`src/rtl/isotropic_direction_sampler_core_defines.svh`:
```
// Assertion macros for the sampler RTL.
`ifndef ISOTROPIC_DIRECTION_SAMPLER_CORE_DEFINES_SVH
`define ISOTROPIC_DIRECTION_SAMPLER_CORE_DEFINES_SVH
`ifndef NO_ASSERTIONS
`define IDSC_ASSERT(label, prop, msg) \
    label: assert property (@(posedge i_clk) disable iff (!i_rst_n) prop) else $error(msg);
`define IDSC_ASSERT_RST(label, prop, msg) \
    label: assert property (@(posedge i_clk) prop) else $error(msg);
`else
`define IDSC_ASSERT(label, prop, msg)
`define IDSC_ASSERT_RST(label, prop, msg)
`endif
`endif

```
`src/rtl/idsc_pkg.sv`:
```
// ----------------------------------------------------------------------------
// Direction sampler package
// Shared types, register indexes and CORDIC constants.
// ----------------------------------------------------------------------------
package idsc_pkg;

    localparam int SQRT_STEPS   = 16;
    localparam int CORDIC_STEPS = 16;
    localparam logic [29:0] KQ30 = 30'd652032874;

    localparam logic [1:0] REG_LOC_X = 2'd0;
    localparam logic [1:0] REG_LOC_Y = 2'd1;
    localparam logic [1:0] REG_LOC_Z = 2'd2;

    typedef struct packed {
        logic               vld;
        logic [31:0]        n;
        logic [31:0]        res;
        logic signed [16:0] zq;
        logic [1:0]         quad;
        logic signed [24:0] ang;
        logic signed [32:0] x;
        logic signed [32:0] y;
    } t_stage;

    // Arctangent of 2^-i in units of 2^-24 turn, rounded to nearest.
    function automatic logic signed [24:0] atan_tab(input int step);
        logic signed [24:0] v;
        case (step)
            0:  v = 25'sd2097152;
            1:  v = 25'sd1238021;
            2:  v = 25'sd654136;
            3:  v = 25'sd332050;
            4:  v = 25'sd166669;
            5:  v = 25'sd83416;
            6:  v = 25'sd41718;
            7:  v = 25'sd20860;
            8:  v = 25'sd10430;
            9:  v = 25'sd5215;
            10: v = 25'sd2608;
            11: v = 25'sd1304;
            12: v = 25'sd652;
            13: v = 25'sd326;
            14: v = 25'sd163;
            default: v = 25'sd81;
        endcase
        return v;
    endfunction

endpackage

```
`src/rtl/idsc_cordic_cell.sv`:
```
// ----------------------------------------------------------------------------
// CORDIC rotation cell
// One micro-rotation of the vector toward the residual angle, registered.
// ----------------------------------------------------------------------------
module idsc_cordic_cell #(
    parameter int STEP = 0
) (
    input  logic            i_clk,
    input  logic            i_rst_n,
    input  logic            i_en,
    input  idsc_pkg::t_stage i_st,
    output idsc_pkg::t_stage o_st
);
    localparam logic signed [24:0] ATAN = idsc_pkg::atan_tab(STEP);

    idsc_pkg::t_stage   r_st;
    idsc_pkg::t_stage   n_st;
    logic signed [32:0] w_dx;
    logic signed [32:0] w_dy;

    always_comb begin
        n_st = i_st;
        w_dx = i_st.y >>> STEP;
        w_dy = i_st.x >>> STEP;
        if (!i_st.ang[24]) begin
            n_st.x   = i_st.x - w_dx;
            n_st.y   = i_st.y + w_dy;
            n_st.ang = i_st.ang - ATAN;
        end else begin
            n_st.x   = i_st.x + w_dx;
            n_st.y   = i_st.y - w_dy;
            n_st.ang = i_st.ang + ATAN;
        end
    end

    always_ff @(posedge i_clk) begin
        if (!i_rst_n) begin
            r_st.vld <= 1'b0;
        end else if (i_en) begin
            r_st <= n_st;
        end
    end

    assign o_st = r_st;
endmodule

```
`config.mk`:
```
export PLATFORM = sky130hd
export DESIGN_NAME = idsc_cordic_cell
export DESIGN_NICKNAME = d
export VERILOG_FILES = /design/src/rtl/isotropic_direction_sampler_core_defines.svh /design/src/rtl/idsc_pkg.sv /design/src/rtl/idsc_cordic_cell.sv
export SDC_FILE = /design/constraint.sdc
export NUM_CORES = 1
export LEC_CHECK = 0
export ABC_AREA = 1
export BUFFER_PORTS_ARGS = -buffer_cell sky130_fd_sc_hd__buf_2
export CAP_MARGIN = 40
export CORE_MARGIN = 2
export CORE_UTILIZATION = 25
export CTS_BUF_LIST = sky130_fd_sc_hd__clkbuf_8
export CTS_CLUSTER_DIAMETER = 80
export DETAILED_ROUTE_END_ITERATION = 7
export GPL_TIMING_DRIVEN = 0
export HOLD_SLACK_MARGIN = 0.08
export SLEW_MARGIN = 25
export SYNTH_ARGS = -nofsm -noshare
export SYNTH_HDL_FRONTEND = slang
export SYNTH_SLANG_ARGS = --single-unit
```
`constraint.sdc`:
```
create_clock -name i_clk -period 13.4 [get_ports i_clk]
set_input_delay 2.01 -clock i_clk [delete_from_list [all_inputs] [get_ports i_clk]]
set_output_delay 2.01 -clock i_clk [all_outputs]
set_load 0.005 [all_outputs]
```
# Word level (Yosys, flattened, before mapping)
# Index checks and enable logic that the tools add are counted.
totals:
  regBits: 175
  inputBits: 178
  out_inout_bits: 175
  elab_cells: 15
classes:
  addsub: 5
  muxes: 1
  n_reduce_logical: 1
op_table:
  columns: ["cell", "count"]
  rows:
  - ["$mux 91", 1]
  - ["$sub 33x33->33", 2]
  - ["$add 33x33->33", 1]
  - ["$add 25x23->25 const B", 1]
  - ["$sub 25x23->25 const B", 1]
  - ["$reduce_and 2->1", 1]

# Logic depth before layout (Yosys ltp)
logic_depth:
  ltp_word: 2
  ltp_mapped: 17
  depth_no_buf: 16

# Least setup slack after synthesis
# Ideal clock, no wire load.
synth_timing:
  path_type: "input port to flip-flop"
  start: "input port i_rst_n"
  end: "register r_st, in the netlist o_st[0] (enable)"
  setup_ps: 525
  t_arrival_ps: 5370
  required_time_ps: 12875
  slack_ps: 7505
  path_stages: 2
  path_buffers: 0
  path_cell_list: "nand2_1 > inv_1"
synth_via:
  elab_chain_len: 1
synth_rtl:
  columns: ["element", "line_no", "text"]
  rows:
  - ["start, declared", "idsc_cordic_cell.sv:9", "input logic i_rst_n,"]
  - ["$reduce_and 2->1 (no source line)", null, null]
  - ["end signal, assigned", "idsc_cordic_cell.sv:40", "r_st <= n_st;"]
  - ["end, declared", "idsc_cordic_cell.sv:16", "idsc_pkg::t_stage r_st;"]
# No other way between the ends.
# A chain may end at the register's enable or synchronous reset.

==> results_dict.tcl <==
set metrics [dict create \
    fin_util_pct 31.4 \
    first_pass_iters 8 \
    cts_root_buf "clkbuf_8" \
    ys_top_cells_by_area "edfxtp_1 (40%), nand2_1 (19%), inv_1 (10%)" \
    setup_tns_ns 0 \
    core_area_um2 51400 \
    hold_violations 0 \
    fp.dieH_um 232 \
    cp.required_ns 13.58 \
    finalSetupViolations 0 \
    yosysMostFrequentCell "nand2_1" \
    layout-drive-gt1-share_pct 20.3 \
    grt_max_degree 95 \
    criticalPathCategory "in -> reg" \
    p_total_w 0.00152 \
    fin_crit_ns 4.04 \
    netSwitchingFraction_pct 36.9 \
    synthFlopType "edfxtp_1" \
    numPortBuffers 351 \
    clock_latency_ns 0.47 \
    p_comb_share_pct 30.6 \
    path_max_fanout 10 \
    finalNonFillerCells 2868 \
    pwr_density_cell_nw_per_um2 94.3 \
    ir_drop_mv 0.0545 \
    antenna_found_initial 11 \
    numClockSinks 174 \
    rows 83 \
    grt_pass1_wl_um 68700 \
    p_switching_w 0.000562 \
    cts_setup_buffers 0 \
    ctsResizeCount 0 \
    syn_to_final_growth_pct 23.8 \
    largest_reg_flops 174 \
    yosys.cell_types.count 34 \
    dp_hpwl_um 40000 \
    synthCells 1799 \
    h-tree-depth 4 \
    cts_buffer_depth 2 \
    ys_seq_elements 174 \
    yosys_warnings 0 \
    leakage_nw 8.48 \
    placed_cells 2831 \
    holdBufCountCts 0 \
    syn_area_um2 13000 \
    min_path_type "reg -> reg" \
    finalNetCount 2451 \
    antenna_left 0 \
    seqPwrFrac_pct 43.8 \
    start_kind "input pin" \
    cts_tree "built" \
    die_x_um 232 \
    cts_buffers 17 \
    drc_errors 0 \
    grt_pass1_vias 12100 \
    synthesis.nets 2079 \
    netlist.area_leader.share_pct 39.9 \
    rsz0062_at_grt "false" \
    yosysTopAreaCell "edfxtp_1" \
    finalMaxSlewViolations 0 \
    cap_violations 0 \
    grt.overflow.total 0 \
    skew_ns 0 \
    die_area_um2 53900 \
    status "complete, no violations" \
    clkTransAtPathRegs_ns 0.11 \
    finalCritPeriodShare_pct 30.2 \
    start_util_pct 25.3 \
    grt_util_all_layers_pct 17.1 \
    clkPwrFrac_pct 25.5 \
    p_int_w 0.000959 \
    yosysSeqAreaShare_pct 40.0 \
    yosys-top-cells-count "nand2_1 (651), inv_1 (349), edfxtp_1 (173), nand3_1 (160), nor2_1 (108)" \
    synth-edff-count 173 \
    timing.hold.ws_ns 0.544 \
    via_count 12600 \
    critPathArrivalTime_ns 4.22 \
    wl_per_cell_um 16.3 \
    ioPinCount 353 \
    tightestPinTransition_ns 0.714 \
    max_slew_margin_pct 51.9 \
    gp_congestion 0.963 \
    end_kind "flip-flop" \
    max_freq_mhz 247 \
    async_reset_ff_share_pct 0 \
    post_drt_via_cell_ratio 4.38 \
    initialDrtViolationCount 712 \
    avgSynthCellArea_um2 7.24 \
    routed_wl_um 46900 \
]
## placed cells by master (no fill, tap or decap), types with 2 or more instances in the layout
cell type | netlist | routed
inv_12 | 0 | 3
nand2_2 | 7 | 7
clkbuf_1 | 8 | 8
a21oi_1 | 75 | 75
o31ai_1 | 2 | 2
o21a_1 | 4 | 4
inv_6 | 0 | 2
xor2_1 | 25 | 25
ha_1 | 98 | 98
inv_1 | 349 | 348
fa_1 | 4 | 4
buf_2 | 17 | 368
diode_2 | 0 | 4
nand2_1 | 651 | 651
buf_6 | 4 | 5
inv_8 | 0 | 5
inv_2 | 2 | 2
nor2_1 | 108 | 108
o21bai_1 | 11 | 11
edfxtp_1 | 173 | 173
o22ai_1 | 4 | 4
a31oi_1 | 4 | 4
nand3_1 | 160 | 160
nand4_1 | 16 | 16
clkinv_8 | 0 | 5
o21ai_0 | 38 | 38
buf_4 | 14 | 14
clkbuf_8 | 0 | 17
nor3_2 | 3 | 3
nor2_2 | 7 | 7
nor3_1 | 6 | 6
## cell families after synthesis
| kind of cell | synth area share, % |
|---|---|
| flops | 40.0 |
| xor+xnor | 1.68 |
| compound gates | 5.82 |
| simple gates | 30.2 |
| buf+inv | 12.2 |
| fa+ha+maj | 10.0 |
## per-layer routing
metal	vias up	track usage, %	share of wire [%]
li1	6359	-	-
met1	5630	20.5	42
met2	483	28.9	46
met3	92	3.88	7.5
met4	10	7.89	4.0
met5	-	0	0.12
## worst max-delay path, cell delays in order
cell and delay [ns]:
buf_2 0.11, inv_1 0.05, ha_1 0.33, buf_4 0.19, nor2_1 0.25, nand4_1 0.16, nand2_1 0.15, nand2_1 0.07
nand2_1 0.19, xor2_1 0.12, o21ai_0 0.58
## stage by stage
stage	setup slack (ns)	instance area (um^2)
final	9.36	16100
after detailed placement	8.82	15700
after floorplan	7.50	13000
after global routing	9.19	16100
after global placement	5.73	15600
after CTS	9.36	16100
## power groups by stage
stage                     clock, W  combinational (W)  sequential (W)
final                     0.000388           0.000466        0.000666
after global routing      0.000427           0.000523        0.000670
after CTS                 0.000408           0.000466        0.000668
after detailed placement         0           0.000464        0.000680
after global placement           0           0.000461        0.000684
after floorplan                  0           0.000265        0.000686
## cell type report
cell class	count	area [um^2]
fillers	5619	35300
multi-input cells	1229	6210
flip-flops and latches	174	5220
repair buffers	353	1800
inverters	352	1330
well taps	680	851
plain buffers	44	270
clock buffers	17	234
clock inverters	15	200
diodes	4	10.0
## worst paths after layout
| check | start | end | slack, ns | cells after the start |
|---|---|---|---|---|
| min | o_st[174]$_SDFFE_PN0P_ | o_st[174]$_SDFFE_PN0P_ | 0.54 | 2 |
| min reg2reg | o_st[174]$_SDFFE_PN0P_ | o_st[174]$_SDFFE_PN0P_ | 0.54 | 2 |
| max | i_st[6] | o_st[49]$_DFFE_PP_ | 9.36 | 11 |
| max reg2reg | o_st[174]$_SDFFE_PN0P_ | o_st[174]$_SDFFE_PN0P_ | 12.78 | 2 |
(Power assumes the default switching activity.)
