===== src/rtl/isotropic_direction_sampler_core_defines.svh =====
// Assertion macros for the sampler RTL.
`ifndef ISOTROPIC_DIRECTION_SAMPLER_CORE_DEFINES_SVH
`define ISOTROPIC_DIRECTION_SAMPLER_CORE_DEFINES_SVH
`ifndef NO_ASSERTIONS
`define IDSC_ASSERT(label, prop, msg) \
    label: assert property (@(posedge i_clk) disable iff (!i_rst_n) prop) else $error(msg);
`define IDSC_ASSERT_RST(label, prop, msg) \
    label: assert property (@(posedge i_clk) prop) else $error(msg);
`else
`define IDSC_ASSERT(label, prop, msg)
`define IDSC_ASSERT_RST(label, prop, msg)
`endif
`endif


===== src/rtl/idsc_pkg.sv =====
// ----------------------------------------------------------------------------
// Direction sampler package
// Shared types, register indexes and CORDIC constants.
// ----------------------------------------------------------------------------
package idsc_pkg;

    localparam int SQRT_STEPS   = 16;
    localparam int CORDIC_STEPS = 16;
    localparam logic [29:0] KQ30 = 30'd652032874;

    localparam logic [1:0] REG_LOC_X = 2'd0;
    localparam logic [1:0] REG_LOC_Y = 2'd1;
    localparam logic [1:0] REG_LOC_Z = 2'd2;

    typedef struct packed {
        logic               vld;
        logic [31:0]        n;
        logic [31:0]        res;
        logic signed [16:0] zq;
        logic [1:0]         quad;
        logic signed [24:0] ang;
        logic signed [32:0] x;
        logic signed [32:0] y;
    } t_stage;

    // Arctangent of 2^-i in units of 2^-24 turn, rounded to nearest.
    function automatic logic signed [24:0] atan_tab(input int step);
        logic signed [24:0] v;
        case (step)
            0:  v = 25'sd2097152;
            1:  v = 25'sd1238021;
            2:  v = 25'sd654136;
            3:  v = 25'sd332050;
            4:  v = 25'sd166669;
            5:  v = 25'sd83416;
            6:  v = 25'sd41718;
            7:  v = 25'sd20860;
            8:  v = 25'sd10430;
            9:  v = 25'sd5215;
            10: v = 25'sd2608;
            11: v = 25'sd1304;
            12: v = 25'sd652;
            13: v = 25'sd326;
            14: v = 25'sd163;
            default: v = 25'sd81;
        endcase
        return v;
    endfunction

endpackage


===== src/rtl/idsc_sqrt_cell.sv =====
// ----------------------------------------------------------------------------
// Square root cell
// One restoring step of the integer square root, registered.
// ----------------------------------------------------------------------------
module idsc_sqrt_cell #(
    parameter int STEP = 0
) (
    input  logic            i_clk,
    input  logic            i_rst_n,
    input  logic            i_en,
    input  idsc_pkg::t_stage i_st,
    output idsc_pkg::t_stage o_st
);
    localparam logic [31:0] BIT = 32'(1) << (30 - 2 * STEP);

    idsc_pkg::t_stage r_st;
    idsc_pkg::t_stage n_st;
    logic [31:0]      w_trial;

    always_comb begin
        n_st    = i_st;
        w_trial = i_st.res + BIT;
        if (i_st.n >= w_trial) begin
            n_st.n   = i_st.n - w_trial;
            n_st.res = (i_st.res >> 1) + BIT;
        end else begin
            n_st.res = i_st.res >> 1;
        end
    end

    always_ff @(posedge i_clk) begin
        if (!i_rst_n) begin
            r_st.vld <= 1'b0;
        end else if (i_en) begin
            r_st <= n_st;
        end
    end

    assign o_st = r_st;
endmodule


===== config.mk =====
export PLATFORM = sky130hd
export DESIGN_NAME = idsc_sqrt_cell
export DESIGN_NICKNAME = d
export VERILOG_FILES = /design/src/rtl/isotropic_direction_sampler_core_defines.svh /design/src/rtl/idsc_pkg.sv /design/src/rtl/idsc_sqrt_cell.sv
export SDC_FILE = /design/constraint.sdc
export NUM_CORES = 1
export LEC_CHECK = 0
export BUFFER_PORTS_ARGS = -buffer_cell sky130_fd_sc_hd__buf_2
export CORE_MARGIN = 2
export CORE_UTILIZATION = 43
export DETAILED_ROUTE_END_ITERATION = 6
export MAX_ROUTING_LAYER = met4
export PLACE_DENSITY_LB_ADDON = 0.2
export SYNTH_ARGS = -nofsm -noshare
export SYNTH_HDL_FRONTEND = slang
export SYNTH_SLANG_ARGS = --single-unit
export TNS_END_PERCENT = 10

===== constraint.sdc =====
create_clock -name i_clk -period 4.9 [get_ports i_clk]
set_input_delay 0.49 -clock i_clk [delete_from_list [all_inputs] [get_ports i_clk]]
set_output_delay 0.49 -clock i_clk [all_outputs]
set_load 0.01 [all_outputs]

Word level (Yosys, flattened, before mapping)

Index checks and enable logic that the tools add are counted.

Add/sub/neg operators: 3
Magnitude comparators: 1
Muxes and demuxes: 2
Reduce and logical (&&, ||, !) cells: 1

Operators with widths:

| cell                   | number |
|---|---|
| $add 31x31->32 const B | 1 |
| $add 32x31->32 const B | 1 |
| $ge 32x32->1           | 1 |
| $mux 32                | 1 |
| $sub 32x32->32         | 1 |
| $mux 31                | 1 |
| $reduce_and 2->1       | 1 |

Register bits after elaboration: 175
Bits of input ports: 178
Word-level logic and storage cells: 16

Longest topological paths before layout

Word-level depth: 3
Gate-level depth with buffers: 13
Depth with buffers taken out: 11

Least setup slack after synthesis

OpenSTA, ideal clock, no wires.

Path kind: input port to flip-flop
From: input i_en
To: register r_st, in the netlist o_st[0], enable pin
Arrival: 4448 ps
Data required time: 4346 ps
Slack: -102 ps
Stages: 1
Buffers on the path: 0
Cell sequence: and2_1

Cells in the longest elaborated chain, start to end: 1

RTL lines:

| element                           | line                 | source |
|---|---|---|
| start, declared                   | idsc_sqrt_cell.sv:10 | `input logic i_en,` |
| $reduce_and 2->1 (no source line) | -                    |  |
| end signal, assigned              | idsc_sqrt_cell.sv:35 | `r_st <= n_st;` |
| end, declared                     | idsc_sqrt_cell.sv:16 | `idsc_pkg::t_stage r_st;` |

Every way passes these cells.
A chain may end at the register's enable or synchronous reset.

==> impl_metrics.xml <==
<?xml version="1.0" encoding="UTF-8"?>
<metrics>
  <group name="cells_and_area">
    <metric name="fillerInstances" unit="">1493</metric>
    <metric name="largest_register_ff_count" unit="">175</metric>
    <metric name="layout-drive-gt1-share" unit="%">43.1</metric>
    <metric name="final_nets" unit="">1126</metric>
    <metric name="post_synthesis_to_final_layout_area_growth" unit="%">33.7</metric>
  </group>
  <group name="cts">
    <metric name="post-cts-setup-buffer-count" unit="">0</metric>
    <metric name="cts_max_path_buffers" unit="">2</metric>
    <metric name="h_tree_lvl_count" unit="">4</metric>
    <metric name="post_cts.resized_instances" unit="">0</metric>
    <metric name="tritoncts.num_buffers" unit="">17</metric>
    <metric name="clock_insertion_delay_worst_skew" unit="ps">420</metric>
    <metric name="path_clk_slew" unit="ps">70</metric>
    <metric name="cts.root.buffer_cell" unit="">sky130_fd_sc_hd__clkbuf_16</metric>
    <metric name="cts_tree" unit="">done</metric>
    <metric name="numClockSinks" unit="">175</metric>
    <metric name="postCtsHoldBufs" unit="">0</metric>
  </group>
  <group name="place">
    <metric name="dp_hpwl" unit="um">16800</metric>
    <metric name="port_buffers" unit="">352</metric>
    <metric name="routabilityCongestion" unit="">0.867</metric>
    <metric name="pre_cts_ws" unit="ps">1310</metric>
  </group>
  <group name="logic_synthesis">
    <metric name="synth-adder-area-share" unit="%">5.49</metric>
    <metric name="yosys.cell_types.count" unit="">57</metric>
    <metric name="synth_top_family_by_area" unit="">compound AO/OA/AOI/OAI gates</metric>
    <metric name="synth_edf_count" unit="">174</metric>
    <metric name="total_of_warnings_raised_by_yosys" unit="">0</metric>
    <metric name="post_synth_instance_area" unit="um2">7650</metric>
    <metric name="synthCells" unit="">554</metric>
    <metric name="net_count_synth" unit="">765</metric>
    <metric name="synthArstFlopShare" unit="%">0</metric>
    <metric name="synth.yosys.seq_area_share" unit="%">68.5</metric>
    <metric name="synth_compound_gate_area_share" unit="%">11.7</metric>
    <metric name="synthesis.area_per_instance" unit="um2">13.8</metric>
    <metric name="synthSimpleGateAreaFrac" unit="%">8.26</metric>
    <metric name="synth-seq-cells" unit="">175</metric>
    <metric name="postSynth.topFlopCell" unit="">sky130_fd_sc_hd__edfxtp_1</metric>
    <metric name="yosys-mux-area-fraction" unit="%">0.131</metric>
    <metric name="synth_xor_area_share" unit="%">2.63</metric>
  </group>
  <group name="floorplanning">
    <metric name="floorplan.die_area" unit="um2">18900</metric>
    <metric name="fp.coreArea" unit="um2">17400</metric>
    <metric name="row_count" unit="">48</metric>
    <metric name="num_io_pins" unit="">353</metric>
    <metric name="floorplan.die.height" unit="um">137</metric>
    <metric name="dieWidth" unit="um">137</metric>
    <metric name="initial_core_util" unit="%">44.1</metric>
  </group>
  <group name="route">
    <metric name="detailedRoute.firstPassIterationCount" unit="">7</metric>
    <metric name="post_drt_via_cell_ratio" unit="">5.00</metric>
    <metric name="final_wl" unit="um">21500</metric>
    <metric name="via_count" unit="">5789</metric>
    <metric name="drcViolationCount" unit="">0</metric>
    <metric name="wire_per_inst" unit="um">18.6</metric>
    <metric name="first_iter_violations" unit="">301</metric>
    <metric name="ant_nets" unit="">0</metric>
  </group>
  <group name="timing">
    <metric name="layout_worst_path_cycle_share" unit="%">63.8</metric>
    <metric name="clock.fmax" unit="GHz">0.320</metric>
    <metric name="timing.clock.skew" unit="ps">0</metric>
    <metric name="period_minus_slack" unit="ps">3130</metric>
    <metric name="grt_setup_unrepaired" unit="">no</metric>
    <metric name="hold_violations" unit="">0</metric>
    <metric name="setup_viol" unit="">0</metric>
    <metric name="finalWorstSetupSlack" unit="ps">1770</metric>
    <metric name="timing.max_slew.rel_slack" unit="%">38.9</metric>
    <metric name="drv_slew" unit="">0</metric>
    <metric name="timing_worst_slew_pin_value" unit="ps">917</metric>
    <metric name="setup_total_negative_slack" unit="ps">0</metric>
  </group>
  <group name="power">
    <metric name="power_leakage" unit="uW">0.00449</metric>
    <metric name="p_per_area" unit="nW/um2">366</metric>
    <metric name="max-vdd-ir-drop" unit="V">0.000253</metric>
  </group>
  <group name="worst_setup_path">
    <metric name="worst_ep_required_time" unit="ps">5070</metric>
    <metric name="critPathCaptureType" unit="">register</metric>
    <metric name="cp_max_fo" unit="">20</metric>
    <metric name="arrival" unit="ps">3300</metric>
    <metric name="criticalPathCategory" unit="">in -&gt; reg</metric>
    <metric name="cp-start-kind" unit="">primary input</metric>
  </group>
  <group name="outcome">
    <metric name="run_status" unit="">finished, final reports clean</metric>
  </group>
  <group name="global_routing">
    <metric name="grt_pass1_vias" unit="">5465</metric>
    <metric name="grt_pass1_wl" unit="um">30600</metric>
    <metric name="pin_count_of_the_biggest_net_entering_global_routing" unit="">71</metric>
    <metric name="grtUsageTotal" unit="%">22.9</metric>
    <metric name="antenna_found_initial" unit="">6</metric>
    <metric name="grt-ovfl-total" unit="">0</metric>
  </group>
  <group name="min_path">
    <metric name="timing.hold.worst.class" unit="">in -&gt; reg</metric>
  </group>
  <group name="run">
    <metric name="max_cap_violations" unit="">0</metric>
  </group>
</metrics>
stage by stage:
step	util (%)	cell area, um2	hold WS (ps)	instances	power (uW)
after detailed placement	55.6	9650	553	1121	2460
after floorplan	-	7650	538	554	2210
final	58.9	10200	221	1158	3740
after CTS	58.9	10200	203	1152	3780
after global routing	58.9	10200	203	1158	3900
after global placement	55.6	9650	504	1121	2460
cell usage in the layout (no fill, tap or decap), types with 4 or more instances in the layout:
cell / instances
sky130_fd_sc_hd__clkbuf_16: 17
sky130_fd_sc_hd__nand4_1: 8
sky130_fd_sc_hd__xor2_1: 11
sky130_fd_sc_hd__a31oi_1: 4
sky130_fd_sc_hd__a211oi_1: 8
sky130_fd_sc_hd__nand3_1: 9
sky130_fd_sc_hd__o21ai_0: 16
sky130_fd_sc_hd__nor2b_1: 7
sky130_fd_sc_hd__or3_1: 4
sky130_fd_sc_hd__o21a_1: 6
sky130_fd_sc_hd__buf_4: 4
sky130_fd_sc_hd__inv_1: 45
sky130_fd_sc_hd__o21ai_1: 5
sky130_fd_sc_hd__nand2_1: 36
sky130_fd_sc_hd__a21oi_1: 47
sky130_fd_sc_hd__ha_1: 32
sky130_fd_sc_hd__edfxtp_1: 174
sky130_fd_sc_hd__and2_1: 4
sky130_fd_sc_hd__o31ai_1: 5
sky130_fd_sc_hd__xnor2_1: 12
sky130_fd_sc_hd__o21bai_1: 4
sky130_fd_sc_hd__inv_6: 5
sky130_fd_sc_hd__diode_2: 6
sky130_fd_sc_hd__o2111ai_1: 4
sky130_fd_sc_hd__nor3_1: 6
sky130_fd_sc_hd__nor2_1: 38
sky130_fd_sc_hd__buf_2: 352
sky130_fd_sc_hd__a21o_1: 14
layer usage:
layer / track usage (%) / wire [um] / vias up
met3: 6.66 / 1570 / 28
met1: 26.8 / 8650 / 2740
met5: - / 0 / -
met2: 37.6 / 10800 / 217
li1: - / - / 2804
met4: 8.53 / 444 / 0
report_power, final:
part	total (uW)	switching (uW)	internal, uW
clock network	1310	637	674
registers	1810	24.2	1780
logic	625	373	252
total	3740	1030	2710
path summary, 6_finish.rpt:
kind	startpoint	to	slack [ps]	depth (start not counted)
hold reg to reg	o_st[174]	o_st[174]	560	2
setup reg to reg	o_st[174]	o_st[174]	4280	2
setup / recovery	i_st[112]	o_st[154]	1770	12
hold / removal	i_st[91]	o_st[91]	220	1
layout make-up:
cell class | count | area (um2) | area share [%]
clock buffers | 17 | 425 | 4.16
repair buffers | 356 | 1790 | 17.5
flip-flops and latches | 175 | 5250 | 51.3
clock inverters | 14 | 143 | 1.39
diodes | 6 | 15.0 | 0.147
inverters | 45 | 169 | 1.65
well taps | 225 | 282 | 2.75
multi-input cells | 320 | 2160 | 21.1
kinds of logic (layout without fill, tap and decap cells):
family	after synthesis	after routing
flip-flops	175	175
buffers and inverters	59	432
AO/OA/AOI/OAI	133	133
adder cells (fa/ha/maj)	33	33
AND/OR/NAND/NOR	130	130
XOR/XNOR	23	23
other	0	6
multiplexers	1	1
synth_stat cells (2+ instances only):
library cell	instances	share of area, %
sky130_fd_sc_hd__o2111ai_1	4	0.46
sky130_fd_sc_hd__nand3_1	9	0.59
sky130_fd_sc_hd__nor2b_1	7	0.57
sky130_fd_sc_hd__or2_2	2	0.16
sky130_fd_sc_hd__a211oi_1	8	0.78
sky130_fd_sc_hd__inv_1	45	2.2
sky130_fd_sc_hd__nand2b_1	3	0.25
sky130_fd_sc_hd__buf_4	3	0.29
sky130_fd_sc_hd__nor3_1	6	0.39
sky130_fd_sc_hd__o21a_1	6	0.59
sky130_fd_sc_hd__o21bai_1	4	0.39
sky130_fd_sc_hd__or3_1	4	0.33
sky130_fd_sc_hd__a31oi_1	4	0.33
sky130_fd_sc_hd__o21ai_1	5	0.33
sky130_fd_sc_hd__xnor2_1	12	1.4
sky130_fd_sc_hd__o21ai_0	16	1.0
sky130_fd_sc_hd__a22oi_1	3	0.29
sky130_fd_sc_hd__a21oi_1	47	3.1
sky130_fd_sc_hd__and3_1	3	0.25
sky130_fd_sc_hd__nor2_1	38	1.9
sky130_fd_sc_hd__and2_1	5	0.41
sky130_fd_sc_hd__buf_2	4	0.26
sky130_fd_sc_hd__nand2_1	36	1.8
sky130_fd_sc_hd__edfxtp_1	174	68
sky130_fd_sc_hd__o31ai_2	2	0.33
sky130_fd_sc_hd__ha_1	32	5.2
sky130_fd_sc_hd__xor2_1	11	1.3
sky130_fd_sc_hd__nand4_1	8	0.65
sky130_fd_sc_hd__clkbuf_1	5	0.25
sky130_fd_sc_hd__a22o_1	2	0.23
sky130_fd_sc_hd__o211ai_1	2	0.20
sky130_fd_sc_hd__a21o_1	14	1.4
sky130_fd_sc_hd__or4_1	2	0.20
sky130_fd_sc_hd__o31ai_1	5	0.49
worst max-delay path, cell delays in order:
cell and delay (ps):
sky130_fd_sc_hd__buf_2 100, sky130_fd_sc_hd__inv_1 50, sky130_fd_sc_hd__ha_1 340, sky130_fd_sc_hd__nor2b_1 160, sky130_fd_sc_hd__o31a_1 270, sky130_fd_sc_hd__o31ai_2 230, sky130_fd_sc_hd__a21oi_1 170, sky130_fd_sc_hd__o31ai_2 440
sky130_fd_sc_hd__nand2_1 490, sky130_fd_sc_hd__buf_4 380, sky130_fd_sc_hd__nor2_1 120, sky130_fd_sc_hd__a21oi_1 50
(Power assumes the default switching activity.)
